**src/design/pose_keyframe_waypoint_recorder_unit_defines.svh**
```systemverilog
// ----------------------------------------------------------------------------
// pose keyframe waypoint recorder assertion macros
// shared concurrent assertion forms, clocked on i_clk, off during reset
// ----------------------------------------------------------------------------
`ifndef POSE_KEYFRAME_WAYPOINT_RECORDER_UNIT_DEFINES_SVH
`define POSE_KEYFRAME_WAYPOINT_RECORDER_UNIT_DEFINES_SVH

// same-cycle implication
`define PKWR_ASSERT_IMP(lbl, ante, cons, msg) \
    lbl: assert property (@(posedge i_clk) disable iff (!i_rst_n) (ante) |-> (cons)) \
        else $error(msg);

// next-cycle implication
`define PKWR_ASSERT_NXT(lbl, ante, cons, msg) \
    lbl: assert property (@(posedge i_clk) disable iff (!i_rst_n) (ante) |=> (cons)) \
        else $error(msg);

`endif

```
**src/design/pkwr_pkg.sv**
```systemverilog
`timescale 1ns / 1ps
// ----------------------------------------------------------------------------
// pkwr_pkg
// types, widths, register map and status codes of the waypoint recorder
// ----------------------------------------------------------------------------
package pkwr_pkg;

    localparam int POS_W     = 32;
    localparam int HEAD_W    = 16;
    localparam int STATUS_W  = 3;
    localparam int ID_W      = 7;
    localparam int DIST_W    = 24;
    localparam int ANGLE_W   = 15;
    localparam int SQ_W      = 64;
    localparam int PDATA_W   = 32;
    localparam int PADDR_W   = 4;
    localparam int REG_IDX_W = 2;

    localparam int TABLE_DEPTH_DEF = 64;

    localparam logic [DIST_W-1:0]  DIST_STEP_RST   = 24'd131072;
    localparam logic [ANGLE_W-1:0] ANGLE_STEP_RST  = 15'd6434;
    localparam logic [DIST_W-1:0]  NEAR_RADIUS_RST = 24'd32768;
    localparam logic [ID_W-1:0]    NEXT_ID_RST     = 7'd1;

    // register index, taken from paddr[3:2]
    localparam logic [REG_IDX_W-1:0] REG_DIST_STEP   = 2'd0;
    localparam logic [REG_IDX_W-1:0] REG_ANGLE_STEP  = 2'd1;
    localparam logic [REG_IDX_W-1:0] REG_NEAR_RADIUS = 2'd2;

    localparam logic [STATUS_W-1:0] STAT_REF       = 3'd0;
    localparam logic [STATUS_W-1:0] STAT_NO_ACTION = 3'd1;
    localparam logic [STATUS_W-1:0] STAT_CREATED   = 3'd2;
    localparam logic [STATUS_W-1:0] STAT_TOO_CLOSE = 3'd3;
    localparam logic [STATUS_W-1:0] STAT_FULL      = 3'd4;

    typedef logic signed [POS_W-1:0] t_pos;

    typedef struct packed {
        logic shift;
        logic load;
    } t_cell_ctrl;

endpackage

```
**src/design/pkwr_cell.sv**
```systemverilog
`timescale 1ns / 1ps
// ----------------------------------------------------------------------------
// pkwr_cell
// one stored waypoint; loads a new point or takes its neighbor's point
// ----------------------------------------------------------------------------
module pkwr_cell import pkwr_pkg::*; (
    input  logic       i_clk,
    input  t_cell_ctrl i_ctrl,
    input  t_pos       i_next_x,
    input  t_pos       i_next_y,
    input  t_pos       i_load_x,
    input  t_pos       i_load_y,
    output t_pos       o_x,
    output t_pos       o_y
);

    t_pos r_x;
    t_pos r_y;

    always_ff @(posedge i_clk) begin
        if (i_ctrl.load) begin
            r_x <= i_load_x;
            r_y <= i_load_y;
        end else if (i_ctrl.shift) begin
            r_x <= i_next_x;
            r_y <= i_next_y;
        end
    end

    assign o_x = r_x;
    assign o_y = r_y;

endmodule

```
**config.mk**
```make
export PLATFORM = sky130hd
export DESIGN_NAME = pkwr_cell
export DESIGN_NICKNAME = d
export VERILOG_FILES = /design/src/design/pose_keyframe_waypoint_recorder_unit_defines.svh /design/src/design/pkwr_pkg.sv /design/src/design/pkwr_cell.sv
export SDC_FILE = /design/constraint.sdc
export NUM_CORES = 1
export LEC_CHECK = 0
export BUFFER_PORTS_ARGS = -buffer_cell sky130_fd_sc_hd__buf_2
export CAP_MARGIN = 20
export CORE_UTILIZATION = 42
export DETAILED_ROUTE_END_ITERATION = 8
export MAX_ROUTING_LAYER = met4
export PLACE_DENSITY = 0.86
export RECOVER_POWER = 25
export SLEW_MARGIN = 10
export SYNTH_ARGS = -nofsm -noshare
export SYNTH_HDL_FRONTEND = slang
export SYNTH_SLANG_ARGS = --single-unit
export TNS_END_PERCENT = 30
```
**constraint.sdc**
```tcl
create_clock -name i_clk -period 2.5 [get_ports i_clk]
set_input_delay 0.125 -clock i_clk [delete_from_list [all_inputs] [get_ports i_clk]]
set_output_delay 0.125 -clock i_clk [all_outputs]
set_load 0.1 [all_outputs]
```
# Word-level counts from Yosys, hierarchy flattened
# Index checks and enable logic that the tools add are counted.
# totals
out_inout_bits	64
inputBits	131
word_cells	7
reg_bits	64
# op_classes
reduce_logical	1
n_mux	4
# ops
operator	count
$mux W32	4
$reduce_bool A2 Y1	1

# Depth between registers and ports, before layout
# logic_depth
word_depth	2
ltp_mapped	3
depth_no_buf	1

# Least setup slack after synthesis
# Ideal clock, no wire load.
# synth_path
kind	input port to flip-flop
start	input port i_ctrl[0] (netlist bit)
end	register r_x[0] (netlist: o_x[0]), enable pin
arrival_ps	1874
n_path_buf	2
slack_ps	201
cell_stages	3
setup_time_ps	426
required_ps	2074
path_cell_list	buf_6 > buf_6 > or2_1
# synth_via
elab_chain_len	1
# synth_lines
item	line	text
start, declared	pkwr_cell.sv:8	input t_cell_ctrl i_ctrl,
$reduce_bool A2 Y1 (no line)	n/a	
end signal, assigned	pkwr_cell.sv:22	r_x <= i_load_x;
end signal, assigned	pkwr_cell.sv:25	r_x <= i_next_x;
end, declared	pkwr_cell.sv:17	t_pos r_x;
# No other way between the ends.
# A chain may end at the register's enable or synchronous reset.

# Worst setup path after layout
# layout_path
start	input port i_ctrl[0] (netlist bit)
end	register r_y[16] (netlist: o_y[16]), enable pin
# layout_via
elab_chain_len	1
# layout_lines
item	line	text
$reduce_bool A2 Y1 (no line)	n/a	
end signal, assigned	pkwr_cell.sv:23	r_y <= i_load_y;
end signal, assigned	pkwr_cell.sv:26	r_y <= i_next_y;
end, declared	pkwr_cell.sv:18	t_pos r_y;
# No other way between the ends.

==> results.yml <==
run_status:
  status: "finished, final reports clean"
routing:
  top_layer_used: "met4"
  wirelength_met1_um: 2550
  drt_iter0_drc: 60
  wl_met3_um: 548
  via_per_inst: 4.62
  wirelength_um: 6920
  wl_per_cell_um: 16.5
  route.vias.total: 1934
  wl_met2_um: 3670
  drc: 0
  dr.pass1.iters: 3
  ant_nets: 0
timing:
  rsz0062_at_grt: "false"
  min_period_ns: 1.41
  fmax_mhz: 710
  worst_slew_pin_slew_ns: 0.828
  max_slew_margin_pct: 44.8
  finalSetupTns_ns: 0
  slew_violations: 0
  setup_viol: 0
  hold_viol: 0
  fin_ws_ns: 1.09
  whs_ns: 0.0730
  finalCritPeriodShare_pct: 56.3
yosys:
  yosys.area_share.xor_xnor_pct: 0
  postSynthCellCount: 136
  synth_seq_cells: 64
  syn-cell-area_mm2: 0.00291
  synth.avg_cell_area_um2: 21.4
  synth_fa_ha_area_share_pct: 0
  synth-compound-area-share_pct: 0
  synth_top_family_by_area: "multiplexers"
  ys_seq_area_share_pct: 66.1
  synthMuxAreaShare_pct: 31.1
  syn-num-nets: 267
  synth-simple-area-share_pct: 0.215
  synth_cell_type_count: 6
  synth_warnings: 0
min_path:
  hold_class: "in -> reg"
  holdCritStartpoint: "i_next_x[11]"
  min_delay_path_depth: 2
  min_to: "o_x[11]$_DFFE_PP_"
cts:
  ctsHoldBuffers: 0
  cts_tree: "built"
  cts.sinks: 64
  cts_root_buf: "clkbuf_8"
  h-tree-depth: 3
  cts_setup_buffers: 0
  clkTransAtPathRegs_ns: 0.07
  cts_buffer_depth: 2
  cts_resized: 0
  cts_made_buffers: 9
placement:
  portBuffers: 194
  dp_worst_setup_slack_ns: 0.955
  place.gp.congestion: 0.798
  place_inst: 403
worst_setup_path:
  path_class: "in -> reg"
  crit_fanout: 34
  required_ns: 2.48
  crit_path_end_kind: "flip-flop"
  arrival_ns: 1.39
  worstSetupStartpointType: "input port"
power:
  power_density_mw_per_mm2: 853
  ir_drop_mv: 0.318
  p_leak_nw: 1.82
die:
  fp.dieH_um: 85.2
  die_area_mm2: 0.00725
  chipWidth_um: 85.2
  initial_core_util_pct: 44.7
  ioPinCount: 195
  core_mm2: 0.00649
  rows: 29
flow_run:
  drv_cap: 0
finish:
  syn_to_final_growth_pct: 36.8
  nets: 468
  fillers: 520
  drive_above_1_share_pct: 69.3
  final_common_cell: "buf_2"
  diodes: 0
  layout_common_cells: "buf_2 (193), edfxtp_1 (64), mux2_1 (39)"
  layout.cells.non_filler: 419
global_route:
  grt_pass1_vias: 1958
  antenna_found_initial: 0
  grt_pass1_wl_um: 9930
  gr-usage-all-layers_pct: 19.4
  grt_max_degree: 36
  grt_overflow_total: 0
-- sequential cells by signal, indices dropped and copies added, names as in the netlist --
register	flops
o_x	32
o_y	32
-- layout make-up --
| class | count | area, um2 | share of cell area (%) |
|---|---|---|---|
| well taps | 77 | 96.3 | 2.42 |
| repair buffers | 197 | 1010 | 25.3 |
| multi-input cells | 65 | 764 | 19.2 |
| clock inverters | 7 | 62.6 | 1.57 |
| clock buffers | 9 | 124 | 3.12 |
| flip-flops and latches | 64 | 1920 | 48.3 |
-- report_power, final --
| part | switching [mW] | total (mW) | internal, mW |
|---|---|---|---|
| Clock | 0.383 | 0.832 | 0.449 |
| Sequential | 0.0256 | 1.34 | 1.32 |
| Combinational | 0.998 | 1.22 | 0.218 |
| Total | 1.41 | 3.39 | 1.98 |
-- worst max-delay path: stages --
cell and delay (ns):
clkbuf_2 0.62, or2_2 0.25, buf_4 0.38
-- routing by layer --
metal,vias to the layer above,track usage (%)
met2,104,34.3
met1,885,19.9
li1,934,-
met4,0,8.78
met5,-,-
met3,11,5.45
-- cell usage after synthesis (all sizes together) --
| master | instances | share of area (%) |
|---|---|---|
| or2 | 1 | 0.22 |
| mux2 | 64 | 31 |
| edfxtp | 64 | 66 |
| buf | 7 | 2.5 |
-- per-stage QoR --
step	total power [mW]	util, %	cell area, um2
floorplan	2.40	-	2910
global placement	2.62	60.6	3940
detailed placement	2.64	60.6	3940
CTS	3.47	63.5	4120
global route	3.49	61.2	3980
finish	3.39	61.2	3980
-- kinds of logic (layout without fill, tap and decap cells) --
logic type,count (synthesis),count (layout)
muxes,64,64
and+or+nand+nor,1,1
buffers and inverters,7,213
DFF,64,64
-- worst max-delay path by stage --
stage	from	slack, ns	end
3_5_place_dp	i_ctrl[0]	0.95	o_y[1]$_DFFE_PP_
5_1_grt	i_ctrl[0]	0.99	o_y[12]$_DFFE_PP_
4_1_cts	o_y[25]$_DFFE_PP_	1.24	o_y[25]
2_1_floorplan	i_ctrl[0]	0.20	o_x[0]$_DFFE_PP_
6_report	i_ctrl[0]	1.09	o_y[16]$_DFFE_PP_
3_3_place_gp	i_ctrl[0]	1.0	o_y[9]$_DFFE_PP_
(Power assumes the default switching activity.)
