**src/design/pose_keyframe_waypoint_recorder_unit_defines.svh**
```systemverilog
// ----------------------------------------------------------------------------
// pose keyframe waypoint recorder assertion macros
// shared concurrent assertion forms, clocked on i_clk, off during reset
// ----------------------------------------------------------------------------
`ifndef POSE_KEYFRAME_WAYPOINT_RECORDER_UNIT_DEFINES_SVH
`define POSE_KEYFRAME_WAYPOINT_RECORDER_UNIT_DEFINES_SVH

// same-cycle implication
`define PKWR_ASSERT_IMP(lbl, ante, cons, msg) \
    lbl: assert property (@(posedge i_clk) disable iff (!i_rst_n) (ante) |-> (cons)) \
        else $error(msg);

// next-cycle implication
`define PKWR_ASSERT_NXT(lbl, ante, cons, msg) \
    lbl: assert property (@(posedge i_clk) disable iff (!i_rst_n) (ante) |=> (cons)) \
        else $error(msg);

`endif

```
**src/design/pkwr_pkg.sv**
```systemverilog
`timescale 1ns / 1ps
// ----------------------------------------------------------------------------
// pkwr_pkg
// types, widths, register map and status codes of the waypoint recorder
// ----------------------------------------------------------------------------
package pkwr_pkg;

    localparam int POS_W     = 32;
    localparam int HEAD_W    = 16;
    localparam int STATUS_W  = 3;
    localparam int ID_W      = 7;
    localparam int DIST_W    = 24;
    localparam int ANGLE_W   = 15;
    localparam int SQ_W      = 64;
    localparam int PDATA_W   = 32;
    localparam int PADDR_W   = 4;
    localparam int REG_IDX_W = 2;

    localparam int TABLE_DEPTH_DEF = 64;

    localparam logic [DIST_W-1:0]  DIST_STEP_RST   = 24'd131072;
    localparam logic [ANGLE_W-1:0] ANGLE_STEP_RST  = 15'd6434;
    localparam logic [DIST_W-1:0]  NEAR_RADIUS_RST = 24'd32768;
    localparam logic [ID_W-1:0]    NEXT_ID_RST     = 7'd1;

    // register index, taken from paddr[3:2]
    localparam logic [REG_IDX_W-1:0] REG_DIST_STEP   = 2'd0;
    localparam logic [REG_IDX_W-1:0] REG_ANGLE_STEP  = 2'd1;
    localparam logic [REG_IDX_W-1:0] REG_NEAR_RADIUS = 2'd2;

    localparam logic [STATUS_W-1:0] STAT_REF       = 3'd0;
    localparam logic [STATUS_W-1:0] STAT_NO_ACTION = 3'd1;
    localparam logic [STATUS_W-1:0] STAT_CREATED   = 3'd2;
    localparam logic [STATUS_W-1:0] STAT_TOO_CLOSE = 3'd3;
    localparam logic [STATUS_W-1:0] STAT_FULL      = 3'd4;

    typedef logic signed [POS_W-1:0] t_pos;

    typedef struct packed {
        logic shift;
        logic load;
    } t_cell_ctrl;

endpackage

```
**src/design/pkwr_dist_unit.sv**
```systemverilog
`timescale 1ns / 1ps
// ----------------------------------------------------------------------------
// pkwr_dist_unit
// three-stage squared planar distance with saturated differences
// ----------------------------------------------------------------------------
module pkwr_dist_unit import pkwr_pkg::*; #(
    parameter int TAG_W = 7
) (
    input  logic             i_clk,
    input  logic             i_rst_n,
    input  logic             i_valid,
    input  logic [TAG_W-1:0] i_tag,
    input  t_pos             i_ax,
    input  t_pos             i_ay,
    input  t_pos             i_bx,
    input  t_pos             i_by,
    output logic             o_valid,
    output logic [TAG_W-1:0] o_tag,
    output logic [SQ_W-1:0]  o_sum
);

    function automatic logic [POS_W-1:0] sat_mag(input t_pos a, input t_pos b);
        logic signed [POS_W:0] d;
        logic signed [POS_W:0] n;
        d = {a[POS_W-1], a} - {b[POS_W-1], b};
        n = -d;
        if (d > 33'sh0_7FFF_FFFF) begin
            sat_mag = 32'h7FFF_FFFF;
        end else if (d < -33'sh0_8000_0000) begin
            sat_mag = 32'h8000_0000;
        end else if (d < 0) begin
            sat_mag = n[POS_W-1:0];
        end else begin
            sat_mag = d[POS_W-1:0];
        end
    endfunction

    logic [2:0]            r_valid;
    logic [TAG_W-1:0]      r_tag [3];
    logic [POS_W-1:0]      r_mag_x;
    logic [POS_W-1:0]      r_mag_y;
    logic [SQ_W-1:0]       r_sq_x;
    logic [SQ_W-1:0]       r_sq_y;
    logic [SQ_W-1:0]       r_sum;

    always_ff @(posedge i_clk) begin
        if (!i_rst_n) begin
            r_valid <= '0;
        end else begin
            r_valid <= {r_valid[1:0], i_valid};
        end
    end

    always_ff @(posedge i_clk) begin
        r_tag[0] <= i_tag;
        r_tag[1] <= r_tag[0];
        r_tag[2] <= r_tag[1];
        r_mag_x  <= sat_mag(i_ax, i_bx);
        r_mag_y  <= sat_mag(i_ay, i_by);
        r_sq_x   <= SQ_W'(r_mag_x) * SQ_W'(r_mag_x);
        r_sq_y   <= SQ_W'(r_mag_y) * SQ_W'(r_mag_y);
        r_sum    <= r_sq_x + r_sq_y;
    end

    assign o_valid = r_valid[2];
    assign o_tag   = r_tag[2];
    assign o_sum   = r_sum;

endmodule
```
**config.mk**
```make
export PLATFORM = sky130hd
export DESIGN_NAME = pkwr_dist_unit
export DESIGN_NICKNAME = d
export VERILOG_FILES = /design/src/design/pose_keyframe_waypoint_recorder_unit_defines.svh /design/src/design/pkwr_pkg.sv /design/src/design/pkwr_dist_unit.sv
export SDC_FILE = /design/constraint.sdc
export NUM_CORES = 2
export LEC_CHECK = 0
export ABC_AREA = 1
export BUFFER_PORTS_ARGS = -buffer_cell sky130_fd_sc_hd__buf_2
export CORE_AREA = 2 2 562 564
export CTS_BUF_LIST = sky130_fd_sc_hd__clkbuf_4 sky130_fd_sc_hd__clkbuf_8 sky130_fd_sc_hd__clkbuf_16
export DETAILED_ROUTE_END_ITERATION = 8
export DIE_AREA = 0 0 564 566
export PLACE_DENSITY = 0.45
export SLEW_MARGIN = 0
export SYNTH_ARGS = -nofsm -noshare
export SYNTH_HDL_FRONTEND = slang
export SYNTH_SLANG_ARGS = --single-unit
```
**constraint.sdc**
```tcl
create_clock -name i_clk -period 10.3 [get_ports i_clk]
set_clock_uncertainty 0.1 [all_clocks]
set_input_delay 1.03 -clock i_clk [delete_from_list [all_inputs] [get_ports i_clk]]
set_output_delay 1.03 -clock i_clk [all_outputs]
set_load 0.01 [all_outputs]
```
# --- Word level (Yosys, flattened, before mapping) ---
# Memory sizes are Yosys's and may differ from the RTL's.
# Cells that the tools add are included.
totals:
  out_inout_bits: 72
  wordCells: 24
  reg_bits: 259
  mem_count: 1
  ramBits: 21
mem_list:
  columns: ["memory", "depth", "width", "read_ports", "rd_ports_with_merged_regs", "write_ports", "line", "text"]
  rows:
  - ["r_tag", 3, 7, 3, 0, 3, "pkwr_dist_unit.sv:39", "logic [TAG_W-1:0] r_tag [3];"]
op_classes:
  add_sub_neg: 5
  mux: 4
  n_lt_le_gt_ge: 6
  mul: 2
op_table:
  columns: ["cell", "n"]
  rows:
  - ["multiplier 32 x 32 -> 64 bit", 2]
  - ["2-to-1 mux 32 bit", 4]
  - ["> comparator 33 x 32 -> 1 bit (second input constant)", 2]
  - ["less-than comparator 33 x 1 -> 1 bit (second input constant)", 2]
  - ["less-than comparator 33 x 32 -> 1 bit (second input constant)", 2]
  - ["subtractor 32 x 32 -> 33 bit", 2]
  - ["adder 64 bit", 1]
  - ["negation 32 bit", 2]

# --- Logic depth before layout (Yosys ltp) ---
logic_depth:
  word_depth: 4
  ltp_mapped: 33
  depth_no_buf: 32

# --- Least setup slack after synthesis ---
# No wires, ideal clock.
synth_path:
  path_kind: "register to register"
  start: "register r_mag_x[14]"
  end: "register r_sq_x[51]"
  setup_time_ps: 112
  setup_slack_ps: 3121
  stages_incl_launch_ff: 29
  synth_period_minus_slack_ps: 7179
  arrival_time_ps: 6967
  cell_sequence: "dfxtp_1 clkbuf_1 buf_1 nand2_1 fa_1 inv_1 fa_1 inv_1 fa_1 fa_1 inv_1 fa_1 inv_1 fa_1 inv_1 fa_1 fa_1 ha_1 nand2_1 nor2_1 inv_1 or2_2 nand3_1 a21o_1 a21boi_0 o21ai_0 nand2_1 nand3_1 nand2_1"
synth_between:
  elab_chain_cells: 1
synth_rtl:
  columns: ["element", "line", "text"]
  rows:
  - ["start, declared", "pkwr_dist_unit.sv:40", "logic [POS_W-1:0] r_mag_x;"]
  - ["start signal, assigned", "pkwr_dist_unit.sv:58", "r_mag_x <= sat_mag(i_ax, i_bx);"]
  - ["multiplier 32 x 32 -> 64 bit", "pkwr_dist_unit.sv:60", "r_sq_x <= SQ_W'(r_mag_x) * SQ_W'(r_mag_x);"]
  - ["end signal, assigned", "pkwr_dist_unit.sv:60", null]
  - ["end, declared", "pkwr_dist_unit.sv:42", "logic [SQ_W-1:0] r_sq_x;"]
# No other way between the ends.
# A chain may end at the register's enable or synchronous reset.

# --- Final worst setup path ---
layout_path:
  start: "register r_mag_y[7]"
  end: "register r_sq_y[43]"
layout_between:
  elab_chain_cells: 1
layout_rtl:
  columns: ["element", "line", "text"]
  rows:
  - ["start, declared", "pkwr_dist_unit.sv:41", "logic [POS_W-1:0] r_mag_y;"]
  - ["start signal, assigned", "pkwr_dist_unit.sv:59", "r_mag_y <= sat_mag(i_ay, i_by);"]
  - ["multiplier 32 x 32 -> 64 bit", "pkwr_dist_unit.sv:61", "r_sq_y <= SQ_W'(r_mag_y) * SQ_W'(r_mag_y);"]
  - ["end signal, assigned", "pkwr_dist_unit.sv:61", null]
  - ["end, declared", "pkwr_dist_unit.sv:43", "logic [SQ_W-1:0] r_sq_y;"]
# No other way between the ends.

==> results.toml <==
[placement]
gp_congestion = 0.893
dp_hpwl_um = 203000
portBuffers = 209

[timing]
max_freq_mhz = 121
finalCriticalPeriod_ns = 8.26
fin_crit_sh_pct = 80.2
rsz0062_at_grt = "no"
slew_headroom_pct = 24.8
hold_violations = 0
slew_viol_final = 0
worst_pin_slew_ns = 1.13
setup_tns_ns = 0
setup_viol = 0

[synth]
syn_nets = 12400
syn_inst = 9932
synth_area_leaders = "fa_1 41%, inv_1 14%, ha_1 12%"
synth_common_cells = "2997 x inv_1, 2121 x nand2_1, 1586 x fa_1, 727 x ha_1, 460 x nor2_1"
yosysUniqueCellTypes = 59
ys.warnings.count = 0
yosysMostFrequentCell = "inv_1"
synth_largest_area_cell = "fa_1"
synth_top_area_share_pct = 40.7
ys_seq_area_share_pct = 7.14
avgSynthCellArea_um2 = 7.85
synth_edf_count = 0
syn-cell-area_um2 = 78000
synth.ff_latch_count = 278
synth_top_flop_cell = "dfxtp_1"
synthArstFlopShare_pct = 0

[die]
initial_core_util_pct = 24.9
core_um2 = 313000
die_area_um2 = 319000
fp-row-count = 206
die_w_um = 564
pin_count = 210
die_y_um = 566

[global_route]
grt-ovfl-total = 0
antenna_found_initial = 26
grt_pass1_wl_um = 375000
grt_pass1_vias = 64300
grtUsageTotal_pct = 15.1
grt_max_degree = 40

[setup_path]
crit_end = "r_sq_y[43]"
worstReg2RegStart = "r_mag_y[7]"
start_kind = "register"
r2r-end = "r_sq_y[43]"
worstPathArrival_ns = 8.75
r2r_slack_ns = 2.04
worstPathMaxFanout = 18
r2r_cells = 27
path_class = "register to register"
cp-end-kind = "register"
worstSetupStartpoint = "r_mag_y[7]"
required_ns = 10.79

[cells_and_area]
final_layout_size_suffix_gt1_share_pct = 5.32
syn2layout_area_growth_pct = 9.40
post-route-util_pct = 27.2
fin_nets = 12500
fill_cells = 34700

[routing]
drt_iter0_drc = 3286
drtPass1Iterations = 6
routedWlPerCell_um = 16.5
vias = 59100
drtAntennaViolNets = 0
via_per_inst = 4.15
routed_wl_um = 235000
drc_errors = 0

[clock_network]
clkSinkCount = 278
cts_setup_buffers = 0
cts_tree = "built"
cts_root_buf = "clkbuf_16"
numCtsBuffers = 42
clockBufferDepth = 3
post_cts_resized = 0
h-tree-depth = 2
clkLatencyLatePin_ns = 0.70
clk_pin_slew_worst_paths_ns = 0.06
cts-hold-fix-buffers = 0

[hold_path]
hp-class = "register to register"

[status]
status = "finished clean"

[flow_run]
cap_violations = 0
[registers in the layout (all words and copies together) (netlist names)]
| signal | flops |
|---|---|
| r_tag | 21 |
| r_valid | 3 |
| r_sq_y | 63 |
| o_sum | 64 |
| r_sq_x | 63 |
| r_mag_y | 32 |
| r_mag_x | 32 |
[how the worst min path moves through the flow]
stage | startpoint | depth (start not counted) | slack [ns] | end
finish | r_tag[0][8] | 0 | 0.22 | r_tag[0][15]
CTS | r_tag[0][9] | 0 | 0.22 | r_tag[0][16]
global placement | r_tag[0][7] | 0 | 0.21 | r_tag[0][14]
floorplan | r_tag[0][3] | 0 | 0.21 | r_tag[0][10]
detailed placement | r_tag[0][13] | 0 | 0.21 | r_tag[0][20]
global route | r_tag[0][1] | 0 | 0.23 | r_tag[0][8]
[kinds of logic after synthesis]
kind of cell | share of synthesized area (%)
and+or+nand+nor | 16.5
adders and majority gates | 52.4
AOI/OAI and AO/OA | 5.24
DFF | 7.14
xor gates and xnor gates | 3.01
buffers and inverters | 15.8
[metal layers]
layer	wire length, µm	global-route usage, %
met1	108000	20.6
met2	113000	25.6
met3	8090	1.16
met4	4930	4.23
met5	0	0
[area by class of cell]
type	count	area [µm²]	share of cell area, %
Clock inverter	20	196	0.230
Sequential cell	278	5570	6.53
Antenna cell	33	82.6	0.0968
Clock buffer	54	1180	1.39
Tap cell	4160	5200	6.10
Multi-Input combinational cell	6412	60100	70.5
Inverter	3006	11300	13.2
Timing Repair Buffer	292	1670	1.96
[per-stage QoR]
stage	area, µm²	worst slack [ns]	std cells	hold WS (ns)
floorplan	78000	3.12	9932	0.210
global placement	83800	2.08	14100	0.210
detailed placement	83800	2.09	14100	0.212
CTS	85200	2.06	14200	0.225
global route	85300	1.61	14300	0.230
finish	85300	2.04	14300	0.224
[critical path, cell delays in order (launching register included)]
cell	delay, ns
dfxtp_1	1.06
nand2_1	0.29
fa_1	0.60
inv_1	0.05
fa_1	0.43
fa_1	0.54
inv_1	0.06
fa_1	0.49
inv_1	0.06
fa_1	0.49
inv_1	0.06
fa_1	0.53
inv_1	0.05
fa_1	0.49
fa_1	0.42
ha_1	0.37
a21oi_1	0.25
inv_1	0.06
a31oi_1	0.21
nor2_1	0.08
nor2_1	0.09
o21ai_0	0.29
a21oi_1	0.43
o21ai_0	0.24
a21oi_1	0.22
inv_1	0.06
nand2_1	0.05
nand2_1	0.06
[cells in the final DEF (no fill, tap or decap), drive strengths merged, types with 63 or more instances in the layout]
master / n
o21ai: 168
xor2: 177
dfxtp: 278
inv: 3011
a21oi: 316
xnor2: 90
ha: 727
a31oi: 63
nand3: 296
buf: 292
nand2: 2201
nor2: 482
fa: 1586
Power is not shown: default switching activity piles up to over one toggle a cycle in this logic, so the estimate is an artifact.
